`src/sv/escape_sequence_line_decoder_macros.svh`:
```
// ----------------------------------------------------------------------------
// Escape sequence line decoder: assertion macros
// Concurrent checks clocked on clk and held off while rst is high.
// ----------------------------------------------------------------------------
`ifndef ESCAPE_SEQUENCE_LINE_DECODER_MACROS_SVH
`define ESCAPE_SEQUENCE_LINE_DECODER_MACROS_SVH

// Same-cycle implication.
`define ESLD_ASSERT_NOW(lbl, ante, cons) \
  lbl: assert property (@(posedge clk) disable iff (rst) (ante) |-> (cons)) \
    else $error("escape decoder check failed");

// Next-cycle implication.
`define ESLD_ASSERT_NEXT(lbl, ante, cons) \
  lbl: assert property (@(posedge clk) disable iff (rst) (ante) |=> (cons)) \
    else $error("escape decoder check failed");

`endif

```
`src/sv/esld_pkg.sv`:
```
// ----------------------------------------------------------------------------
// Escape sequence line decoder: shared package
// Run record passed from the classifier to the output sequencer, and queue
// sizing.
// ----------------------------------------------------------------------------
package esld_pkg;

  localparam int unsigned RUN_MAX     = 3;
  localparam int unsigned QUEUE_DEPTH = 4;
  localparam int unsigned QPTR_W      = $clog2(QUEUE_DEPTH);
  localparam int unsigned QCNT_W      = $clog2(QUEUE_DEPTH + 1);

  typedef logic [7:0] byte_t;

  // Decoded bytes of one request, the count of them and the line end flag
  typedef struct packed {
    byte_t [RUN_MAX-1:0] data;
    logic  [1:0]         cnt;
    logic                eol;
  } run_t;

  typedef struct packed {
    logic              full;
    logic [QCNT_W-1:0] count;
  } q_stat_t;

endpackage

```
`src/sv/esld_front.sv`:
```
// ----------------------------------------------------------------------------
// Escape sequence line decoder: front end
// Accepts raw bytes, tracks the escape mode and builds the run of decoded
// bytes that each request causes.
// ----------------------------------------------------------------------------
module esld_front (
  input  logic             clk,
  input  logic             rst,
  input  logic             s_tvalid,
  output logic             s_tready,
  input  logic [7:0]       s_tdata,   // [7:0] in_byte
  input  logic             s_tlast,   // end_of_line
  input  esld_pkg::q_stat_t q_stat,
  output logic             push,
  output esld_pkg::run_t   push_run
);
  import esld_pkg::*;

  localparam logic [1:0] MODE_PLAIN = 2'd0;
  localparam logic [1:0] MODE_BSL   = 2'd1;
  localparam logic [1:0] MODE_PCT   = 2'd2;
  localparam logic [1:0] MODE_HEX1  = 2'd3;

  localparam byte_t CH_BSL   = 8'h5C;
  localparam byte_t CH_PCT   = 8'h25;
  localparam byte_t CH_LOW_R = 8'h72;
  localparam byte_t CH_LOW_N = 8'h6E;
  localparam byte_t CH_LOW_T = 8'h74;
  localparam byte_t CH_UP_T  = 8'h54;
  localparam byte_t CH_LOW_S = 8'h73;
  localparam byte_t CH_UP_S  = 8'h53;
  localparam byte_t CH_CR    = 8'h0D;
  localparam byte_t CH_LF    = 8'h0A;
  localparam byte_t CH_TAB   = 8'h09;
  localparam byte_t MARK_TAB = 8'h02;
  localparam byte_t MARK_SP  = 8'h01;

  logic [1:0] mode;
  logic [1:0] mode_next;
  byte_t      held;
  byte_t      held_next;
  logic       accept;
  logic       do_plain;
  byte_t      hex_byte;
  run_t       run;

  function automatic logic is_hex(input byte_t c);
    return (c >= 8'h30 && c <= 8'h39) || (c >= 8'h41 && c <= 8'h46) ||
           (c >= 8'h61 && c <= 8'h66);
  endfunction

  // Letters have bit 6 set and a low nibble one to six
  function automatic logic [3:0] hex_val(input byte_t c);
    return c[6] ? (c[3:0] + 4'd9) : c[3:0];
  endfunction

  function automatic run_t run_add(input run_t r, input byte_t b);
    run_t o;
    o = r;
    if (o.cnt != 2'd3) begin
      o.data[o.cnt] = b;
      o.cnt         = o.cnt + 2'd1;
    end
    return o;
  endfunction

  assign s_tready = !q_stat.full;
  assign accept   = s_tvalid && s_tready;
  assign hex_byte = {hex_val(held), hex_val(s_tdata)};

  always_comb begin
    run       = '0;
    run.eol   = s_tlast;
    mode_next = mode;
    held_next = held;
    do_plain  = 1'b0;
    case (mode)
      MODE_PLAIN: begin
        do_plain = 1'b1;
      end
      MODE_BSL: begin
        mode_next = MODE_PLAIN;
        if (s_tdata == CH_BSL) begin
          run = run_add(run, CH_BSL);
        end else if (s_tdata == CH_LOW_R) begin
          run = run_add(run, CH_CR);
        end else if (s_tdata == CH_LOW_N) begin
          run = run_add(run, CH_LF);
        end else if (s_tdata == CH_LOW_T) begin
          run = run_add(run, CH_TAB);
        end else begin
          run      = run_add(run, CH_BSL);
          do_plain = 1'b1;
        end
      end
      MODE_PCT: begin
        if (is_hex(s_tdata)) begin
          mode_next = MODE_HEX1;
          held_next = s_tdata;
        end else begin
          mode_next = MODE_PLAIN;
          if (s_tdata == CH_PCT) begin
            run = run_add(run, CH_PCT);
          end else if (s_tdata == CH_LOW_T || s_tdata == CH_UP_T) begin
            run = run_add(run, MARK_TAB);
            run = run_add(run, MARK_TAB);
          end else if (s_tdata == CH_LOW_S || s_tdata == CH_UP_S) begin
            run = run_add(run, MARK_SP);
          end else begin
            run      = run_add(run, CH_PCT);
            do_plain = 1'b1;
          end
        end
      end
      default: begin
        mode_next = MODE_PLAIN;
        if (is_hex(s_tdata)) begin
          // drop a decoded zero byte
          if (hex_byte != 8'h00) begin
            run = run_add(run, hex_byte);
          end
        end else begin
          run      = run_add(run, CH_PCT);
          run      = run_add(run, held);
          do_plain = 1'b1;
        end
        held_next = 8'h00;
      end
    endcase

    if (do_plain) begin
      if (s_tdata == CH_BSL) begin
        mode_next = MODE_BSL;
      end else if (s_tdata == CH_PCT) begin
        mode_next = MODE_PCT;
      end else begin
        run = run_add(run, s_tdata);
      end
    end

    // flush whatever escape is still open at line end
    if (s_tlast) begin
      case (mode_next)
        MODE_BSL: begin
          run = run_add(run, CH_BSL);
        end
        MODE_PCT: begin
          run = run_add(run, CH_PCT);
        end
        MODE_HEX1: begin
          run = run_add(run, CH_PCT);
          run = run_add(run, held_next);
        end
        default: begin
        end
      endcase
      mode_next = MODE_PLAIN;
      held_next = 8'h00;
    end
  end

  assign push     = accept && (run.cnt != 2'd0 || s_tlast);
  assign push_run = run;

  always_ff @(posedge clk) begin
    if (rst) begin
      mode <= MODE_PLAIN;
      held <= 8'h00;
    end else if (accept) begin
      mode <= mode_next;
      held <= held_next;
    end
  end

endmodule

```
`src/sv/esld_queue.sv`:
```
// ----------------------------------------------------------------------------
// Escape sequence line decoder: run queue
// Short first-in first-out store of run records between front and back.
// ----------------------------------------------------------------------------
module esld_queue (
  input  logic              clk,
  input  logic              rst,
  input  logic              push,
  input  esld_pkg::run_t    push_run,
  input  logic              pop,
  output logic              head_valid,
  output esld_pkg::run_t    head_run,
  output esld_pkg::q_stat_t q_stat
);
  import esld_pkg::*;

  run_t              slots [QUEUE_DEPTH];
  logic [QPTR_W-1:0] wr_ptr;
  logic [QPTR_W-1:0] rd_ptr;
  logic [QCNT_W-1:0] count;

  assign head_valid   = count != '0;
  assign head_run     = slots[rd_ptr];
  assign q_stat.full  = count == QCNT_W'(QUEUE_DEPTH);
  assign q_stat.count = count;

  always_ff @(posedge clk) begin
    if (push) begin
      slots[wr_ptr] <= push_run;
    end
  end

  always_ff @(posedge clk) begin
    if (rst) begin
      wr_ptr <= '0;
      rd_ptr <= '0;
      count  <= '0;
    end else begin
      if (push) begin
        wr_ptr <= wr_ptr + QPTR_W'(1);
      end
      if (pop) begin
        rd_ptr <= rd_ptr + QPTR_W'(1);
      end
      count <= count + QCNT_W'(push) - QCNT_W'(pop);
    end
  end

endmodule

```
`src/sv/esld_back.sv`:
```
// ----------------------------------------------------------------------------
// Escape sequence line decoder: back end
// Walks the head run one byte a cycle, when the output is not stalled, into the output register.
// ----------------------------------------------------------------------------
module esld_back (
  input  logic           clk,
  input  logic           rst,
  input  logic           head_valid,
  input  esld_pkg::run_t head_run,
  output logic           pop,
  output logic           m_tvalid,
  input  logic           m_tready,
  output logic [7:0]     m_tdata,   // [7:0] out_byte
  output logic [1:0]     m_tuser,   // [0] byte_valid, [1] last_of_run
  output logic           m_tlast    // line_done
);
  import esld_pkg::*;

  logic [1:0] idx;
  logic       load;
  logic       bare;
  logic       last_beat;
  byte_t      beat_byte;

  assign bare      = head_run.cnt == 2'd0;
  assign last_beat = bare || (idx == head_run.cnt - 2'd1);
  assign beat_byte = bare ? 8'h00 : head_run.data[idx];
  assign load      = head_valid && (!m_tvalid || m_tready);
  assign pop       = load && last_beat;

  always_ff @(posedge clk) begin
    if (load) begin
      m_tdata <= beat_byte;
      m_tuser <= {last_beat, !bare};
      m_tlast <= last_beat && head_run.eol;
    end
  end

  always_ff @(posedge clk) begin
    if (rst) begin
      m_tvalid <= 1'b0;
      idx      <= 2'd0;
    end else begin
      if (load) begin
        m_tvalid <= 1'b1;
        idx      <= last_beat ? 2'd0 : idx + 2'd1;
      end else if (m_tready) begin
        m_tvalid <= 1'b0;
      end
    end
  end

endmodule

```
`src/sv/escape_sequence_line_decoder.sv`:
```
// Path: an accepted request's run goes into the run queue, then into the output register.
// Throughput: one input byte a cycle while the run queue is not full; a request that
// decodes to k bytes gives k output bytes, and the four-entry run queue absorbs the surplus.
// Reset: synchronous rst clears the escape mode, the held hex digit, the queue pointers
// and count, and the output valid flag and byte index; there is no clearing pass.
// ----------------------------------------------------------------------------
// Escape sequence line decoder
// Backslash and percent-hex unescaper with decoupled classify and emit stages.
// ----------------------------------------------------------------------------
`include "escape_sequence_line_decoder_macros.svh"

module escape_sequence_line_decoder (
  input  logic       clk,
  input  logic       rst,
  input  logic       s_tvalid,
  output logic       s_tready,
  input  logic [7:0] s_tdata,   // [7:0] in_byte
  input  logic       s_tlast,   // end_of_line
  output logic       m_tvalid,
  input  logic       m_tready,
  output logic [7:0] m_tdata,   // [7:0] out_byte
  output logic [1:0] m_tuser,   // [0] byte_valid, [1] last_of_run
  output logic       m_tlast    // line_done
);
  import esld_pkg::*;

  q_stat_t q_stat;
  logic    push;
  run_t    push_run;
  logic    pop;
  logic    head_valid;
  run_t    head_run;

  esld_front u_front (
    .clk      (clk),
    .rst      (rst),
    .s_tvalid (s_tvalid),
    .s_tready (s_tready),
    .s_tdata  (s_tdata),
    .s_tlast  (s_tlast),
    .q_stat   (q_stat),
    .push     (push),
    .push_run (push_run)
  );

  esld_queue u_queue (
    .clk        (clk),
    .rst        (rst),
    .push       (push),
    .push_run   (push_run),
    .pop        (pop),
    .head_valid (head_valid),
    .head_run   (head_run),
    .q_stat     (q_stat)
  );

  esld_back u_back (
    .clk        (clk),
    .rst        (rst),
    .head_valid (head_valid),
    .head_run   (head_run),
    .pop        (pop),
    .m_tvalid   (m_tvalid),
    .m_tready   (m_tready),
    .m_tdata    (m_tdata),
    .m_tuser    (m_tuser),
    .m_tlast    (m_tlast)
  );

  `ESLD_ASSERT_NOW(a_stall_only_when_full, !s_tready, q_stat.count == QCNT_W'(QUEUE_DEPTH))
  `ESLD_ASSERT_NOW(a_line_done_ends_run, m_tvalid && m_tlast, m_tuser[1])
  `ESLD_ASSERT_NOW(a_bare_marker, m_tvalid && !m_tuser[0], m_tlast && m_tuser[1] && m_tdata == 8'h00)
  `ESLD_ASSERT_NEXT(a_push_seen, push && q_stat.count == '0 && !pop, head_valid)

endmodule

```
`config.mk`:
```
export PLATFORM = sky130hd
export DESIGN_NAME = escape_sequence_line_decoder
export DESIGN_NICKNAME = d
export VERILOG_FILES = /design/src/sv/esld_pkg.sv /design/src/sv/esld_front.sv /design/src/sv/esld_queue.sv /design/src/sv/esld_back.sv /design/src/sv/escape_sequence_line_decoder.sv
export VERILOG_INCLUDE_DIRS = /design/src /design/src/sv
export SDC_FILE = /design/constraint.sdc
export NUM_CORES = 1
export LEC_CHECK = 0
export BUFFER_PORTS_ARGS = -buffer_cell sky130_fd_sc_hd__buf_2
export CORE_UTILIZATION = 27
export CTS_BUF_LIST = sky130_fd_sc_hd__clkbuf_16
export DETAILED_ROUTE_END_ITERATION = 8
export HOLD_SLACK_MARGIN = 0.05
export PLACE_DENSITY_LB_ADDON = 0.25
export SYNTH_ARGS = -nofsm -noshare
export SYNTH_HDL_FRONTEND = slang
export SYNTH_SLANG_ARGS = --single-unit
```
`constraint.sdc`:
```
create_clock -name clk -period 4.7 [get_ports clk]
set_input_delay 0.94 -clock clk [delete_from_list [all_inputs] [get_ports clk]]
set_output_delay 0.94 -clock clk [all_outputs]
set_load 0.005 [all_outputs]
```
==> metrics.md <==
| Metric | Value |
|---|---|
| Period utilisation layout | `0.779` |
| Largest area contributor in the netlist | `edfxtp_1` |
| Leak Pwr | `about 0.0027 uW` |
| WP data arrival | `between 3000 and 4000 ps` |
| Vias in the first global route | `between 4000 and 5000` |
| Synth top cells by count | `edfxtp_1, nor2_1, nand2_1, a21oi_1, mux4_2` |
| Final setup vio count | `0` |
| Die Ht | `159 um` |
| Worst slew pin tran | `a little under 800 ps` |
| Synth Register Bits | `approximately 140` |
| Pre-CTS WS | `628 ps` |
| Top Ports | `26` |
| Worst Path Required | `around 5000 ps` |
| Final TNS setup | `0 ps` |
| CP Class | `in2reg` |
| Post-synth EDFFs | `119` |
| Peak supply drop | `between 0.0002 and 0.0003 V` |
| Clock buffer count from CTS | `17` |
| Worst min path class | `reg2reg` |
| Final hold vios | `0` |
| Post-Route WL | `17.0 mm` |
| Share of the synthesized area in the top cell type | `0.535` |
| Dpl hpwl | `11.8 mm` |
| Synth-to-layout area growth | `17.0%` |
| Final net count | `roughly 560` |
| Gr usage total | `0.141` |
| Unique masters post-synth | `66` |
| Die width | `159 um` |
| Largest net degree at the start of global routing | `28` |
| # DRC | `0` |
| Count leader, synth | `edfxtp_1` |
| Pwr Total | `slightly below 4000 uW` |
| Post-route setup slack | `~1000 ps` |
| Post-DRT Antenna Nets | `0` |
| Post-CTS Setup Bufs | `0` |
| Max Clk Rate | `~0.27 GHz` |
| Outcome | `finished clean` |
| Fin. max-slew vios | `0` |
| Clk root buf | `clkbuf_16` |
| Hold_buf cts | `0` |
| Hold Slack | `approximately 470 ps` |
| Number of H-tree levels | `4` |
| Max-Cap Viols | `0` |
| DR pass1 iterations | `5` |
| Yosys warnings | `0` |
| Seq/Total Area, Yosys | `0.601` |
| Crit Path Max Fanout | `12` |
| First-pass GRT wire length | `26.9 mm` |
| Die ar. | `25400 um^2` |
| Worst Clk Skew | `between 9 and 10 ps` |
| Worst rel slew slack | `0.476` |
| Share of cells above drive strength 1 | `0.200` |
| Initial core utilization | `0.275` |
| Fillers | `between 2000 and 2500` |
| PwrDens | `503 nW/um^2` |
| TritonCTS clock tree | `done` |
| Ranking of synthesized cells by area | `edfxtp_1, mux4_2, dfxtp_1, nor2_1, a22oi_1` |
| Min cycle time layout | `3660 ps` |
| CTS max path bufs | `2` |
| Worst skew pair latency | `410 ps` |
| Async S/R FF share, synth | `0` |
| CP endpoint kind | `flip-flop` |
| Via count | `between 4000 and 5000` |
| Post-Synthesis Cells | `504` |
| Core area | `24200 um^2` |
| Synth Flop Type | `edfxtp_1` |
| Gpl congestion | `0.865` |
| IO buf count | `25` |
| Critical path launch point type | `primary input` |
| Clk sink count | `~140` |
| Total nets after synthesis | `530` |
| Antenna cells | `0` |
| Antenna violations before repair | `0` |
| GRT overflow | `0` |
| DR WL/cell | `~20 um` |
| RSZ-0062 raised after global routing | `false` |
| Clock-pin slew on the worst setup and hold paths | `60 ps` |
| Rows | `57` |
| Via density | `between 5 and 6` |
| Avg Inst Size Synth | `between 10 and 15 um^2` |
| Initial drt markers | `approximately 430` |
| Mapped cell area | `about 6700 um^2` |
| Cts repair resizes | `0` |
kinds of logic (layout without fill, tap and decap cells):
group / after synthesis / count (layout) / share of synthesized area
compound gates: 114 / 114 / 0.120
xor+xnor: 10 / 10 / 0.0131
fa+ha+maj: 13 / 13 / 0.0255
buf+inv: 47 / 89 / 0.0285
flops: 141 / 141 / 0.601
mux: 38 / 38 / 0.108
simple gates: 141 / 141 / 0.104
cells in the final DEF (no fill, tap or decap), drive strengths merged, types with 2 or more instances in the layout:
cell type,n
a211oi,4
a31oi,4
a22oi,21
a221oi,2
inv,23
bufinv,4
nor2,53
xor2,3
and2,10
o311ai,3
mux2i,10
edfxtp,119
o31ai,2
or3,2
xnor2,7
dfxtp,22
o2111ai,3
nand2,30
clkbuf,17
o21ai,19
a21oi,28
or3b,2
nor4bb,3
a21o,6
buf,38
ha,12
a32oi,2
clkinv,6
nor2b,6
a22o,3
nand3,11
a31o,2
mux4,27
nor3,12
and3b,3
worst max-delay path: stages:
cell and delay [ps]:
buf_2 190, inv_1 130, ha_1 290, or3b_2 490, o2111ai_1 140, o211ai_2 160, nor2_1 260, o311a_1 370
ha_1 190, inv_1 50, fa_1 360, xor2_1 170, xnor2_1 140, nor2_1 50
flip-flops by register name, indices dropped and copies added, names as in the netlist, named ones only:
signal,cells
u_back.idx,2
u_back.m_tdata,8
u_back.m_tvalid,1
u_queue.count,3
u_front.mode,2
u_front.held,8
u_back.m_tuser,2
u_queue.slots,108
u_queue.wr_ptr,2
u_back.m_tlast,1
u_queue.rd_ptr,2
final cells by class:
| class | count | area, um^2 | area share |
|---|---|---|---|
| repair buffers | 38 | 223 | 0.0285 |
| clock buffers | 17 | 425 | 0.0545 |
| inverters | 19 | 71.3 | 0.00913 |
| clock inverters | 15 | 196 | 0.0252 |
| well taps | 324 | 405 | 0.0519 |
| multi-input cells | 316 | 2470 | 0.317 |
| flip-flops and latches | 141 | 4020 | 0.514 |
per-layer routing:
layer | part of all wire | wire, um | GRT usage
met2 | 0.47 | 7940 | 0.222
met3 | 0.054 | 922 | 0.0289
met1 | 0.46 | 7920 | 0.195
met4 | 0.015 | 253 | 0.0455
met5 | 0 | 0 | 0
stage by stage:
| step | util | cells | cell area (um^2) |
|---|---|---|---|
| finish | 0.322 | 870 | 7810 |
| CTS | 0.322 | 870 | 7810 |
| detailed placement | 0.296 | 838 | 7190 |
| global route | 0.322 | 870 | 7810 |
| floorplan | - | 504 | 6680 |
| global placement | 0.296 | 838 | 7190 |
power by group:
group          switching [uW]  internal [uW]  leakage (uW)
clock network             510            889      0.000312
logic                     488            391       0.00106
registers                76.6           1570       0.00128
total                    1070           2850       0.00265
path summary, 6_finish.rpt:
path | from | end | slack (ps) | cells after the start
hold reg to reg | u_back.m_tvalid$_SDFFE_PP0P_ | u_back.m_tvalid$_SDFFE_PP0P_ | 470 | 2
hold / removal | u_back.m_tvalid$_SDFFE_PP0P_ | u_back.m_tvalid$_SDFFE_PP0P_ | 470 | 2
setup reg to reg | flip-flop | u_queue.count[2]$_SDFF_PP0_ | 1190 | 14
setup / recovery | s_tdata[0] | u_queue.count[2]$_SDFF_PP0_ | 1040 | 14
No activity file was read; power rests on OpenSTA's default activity.
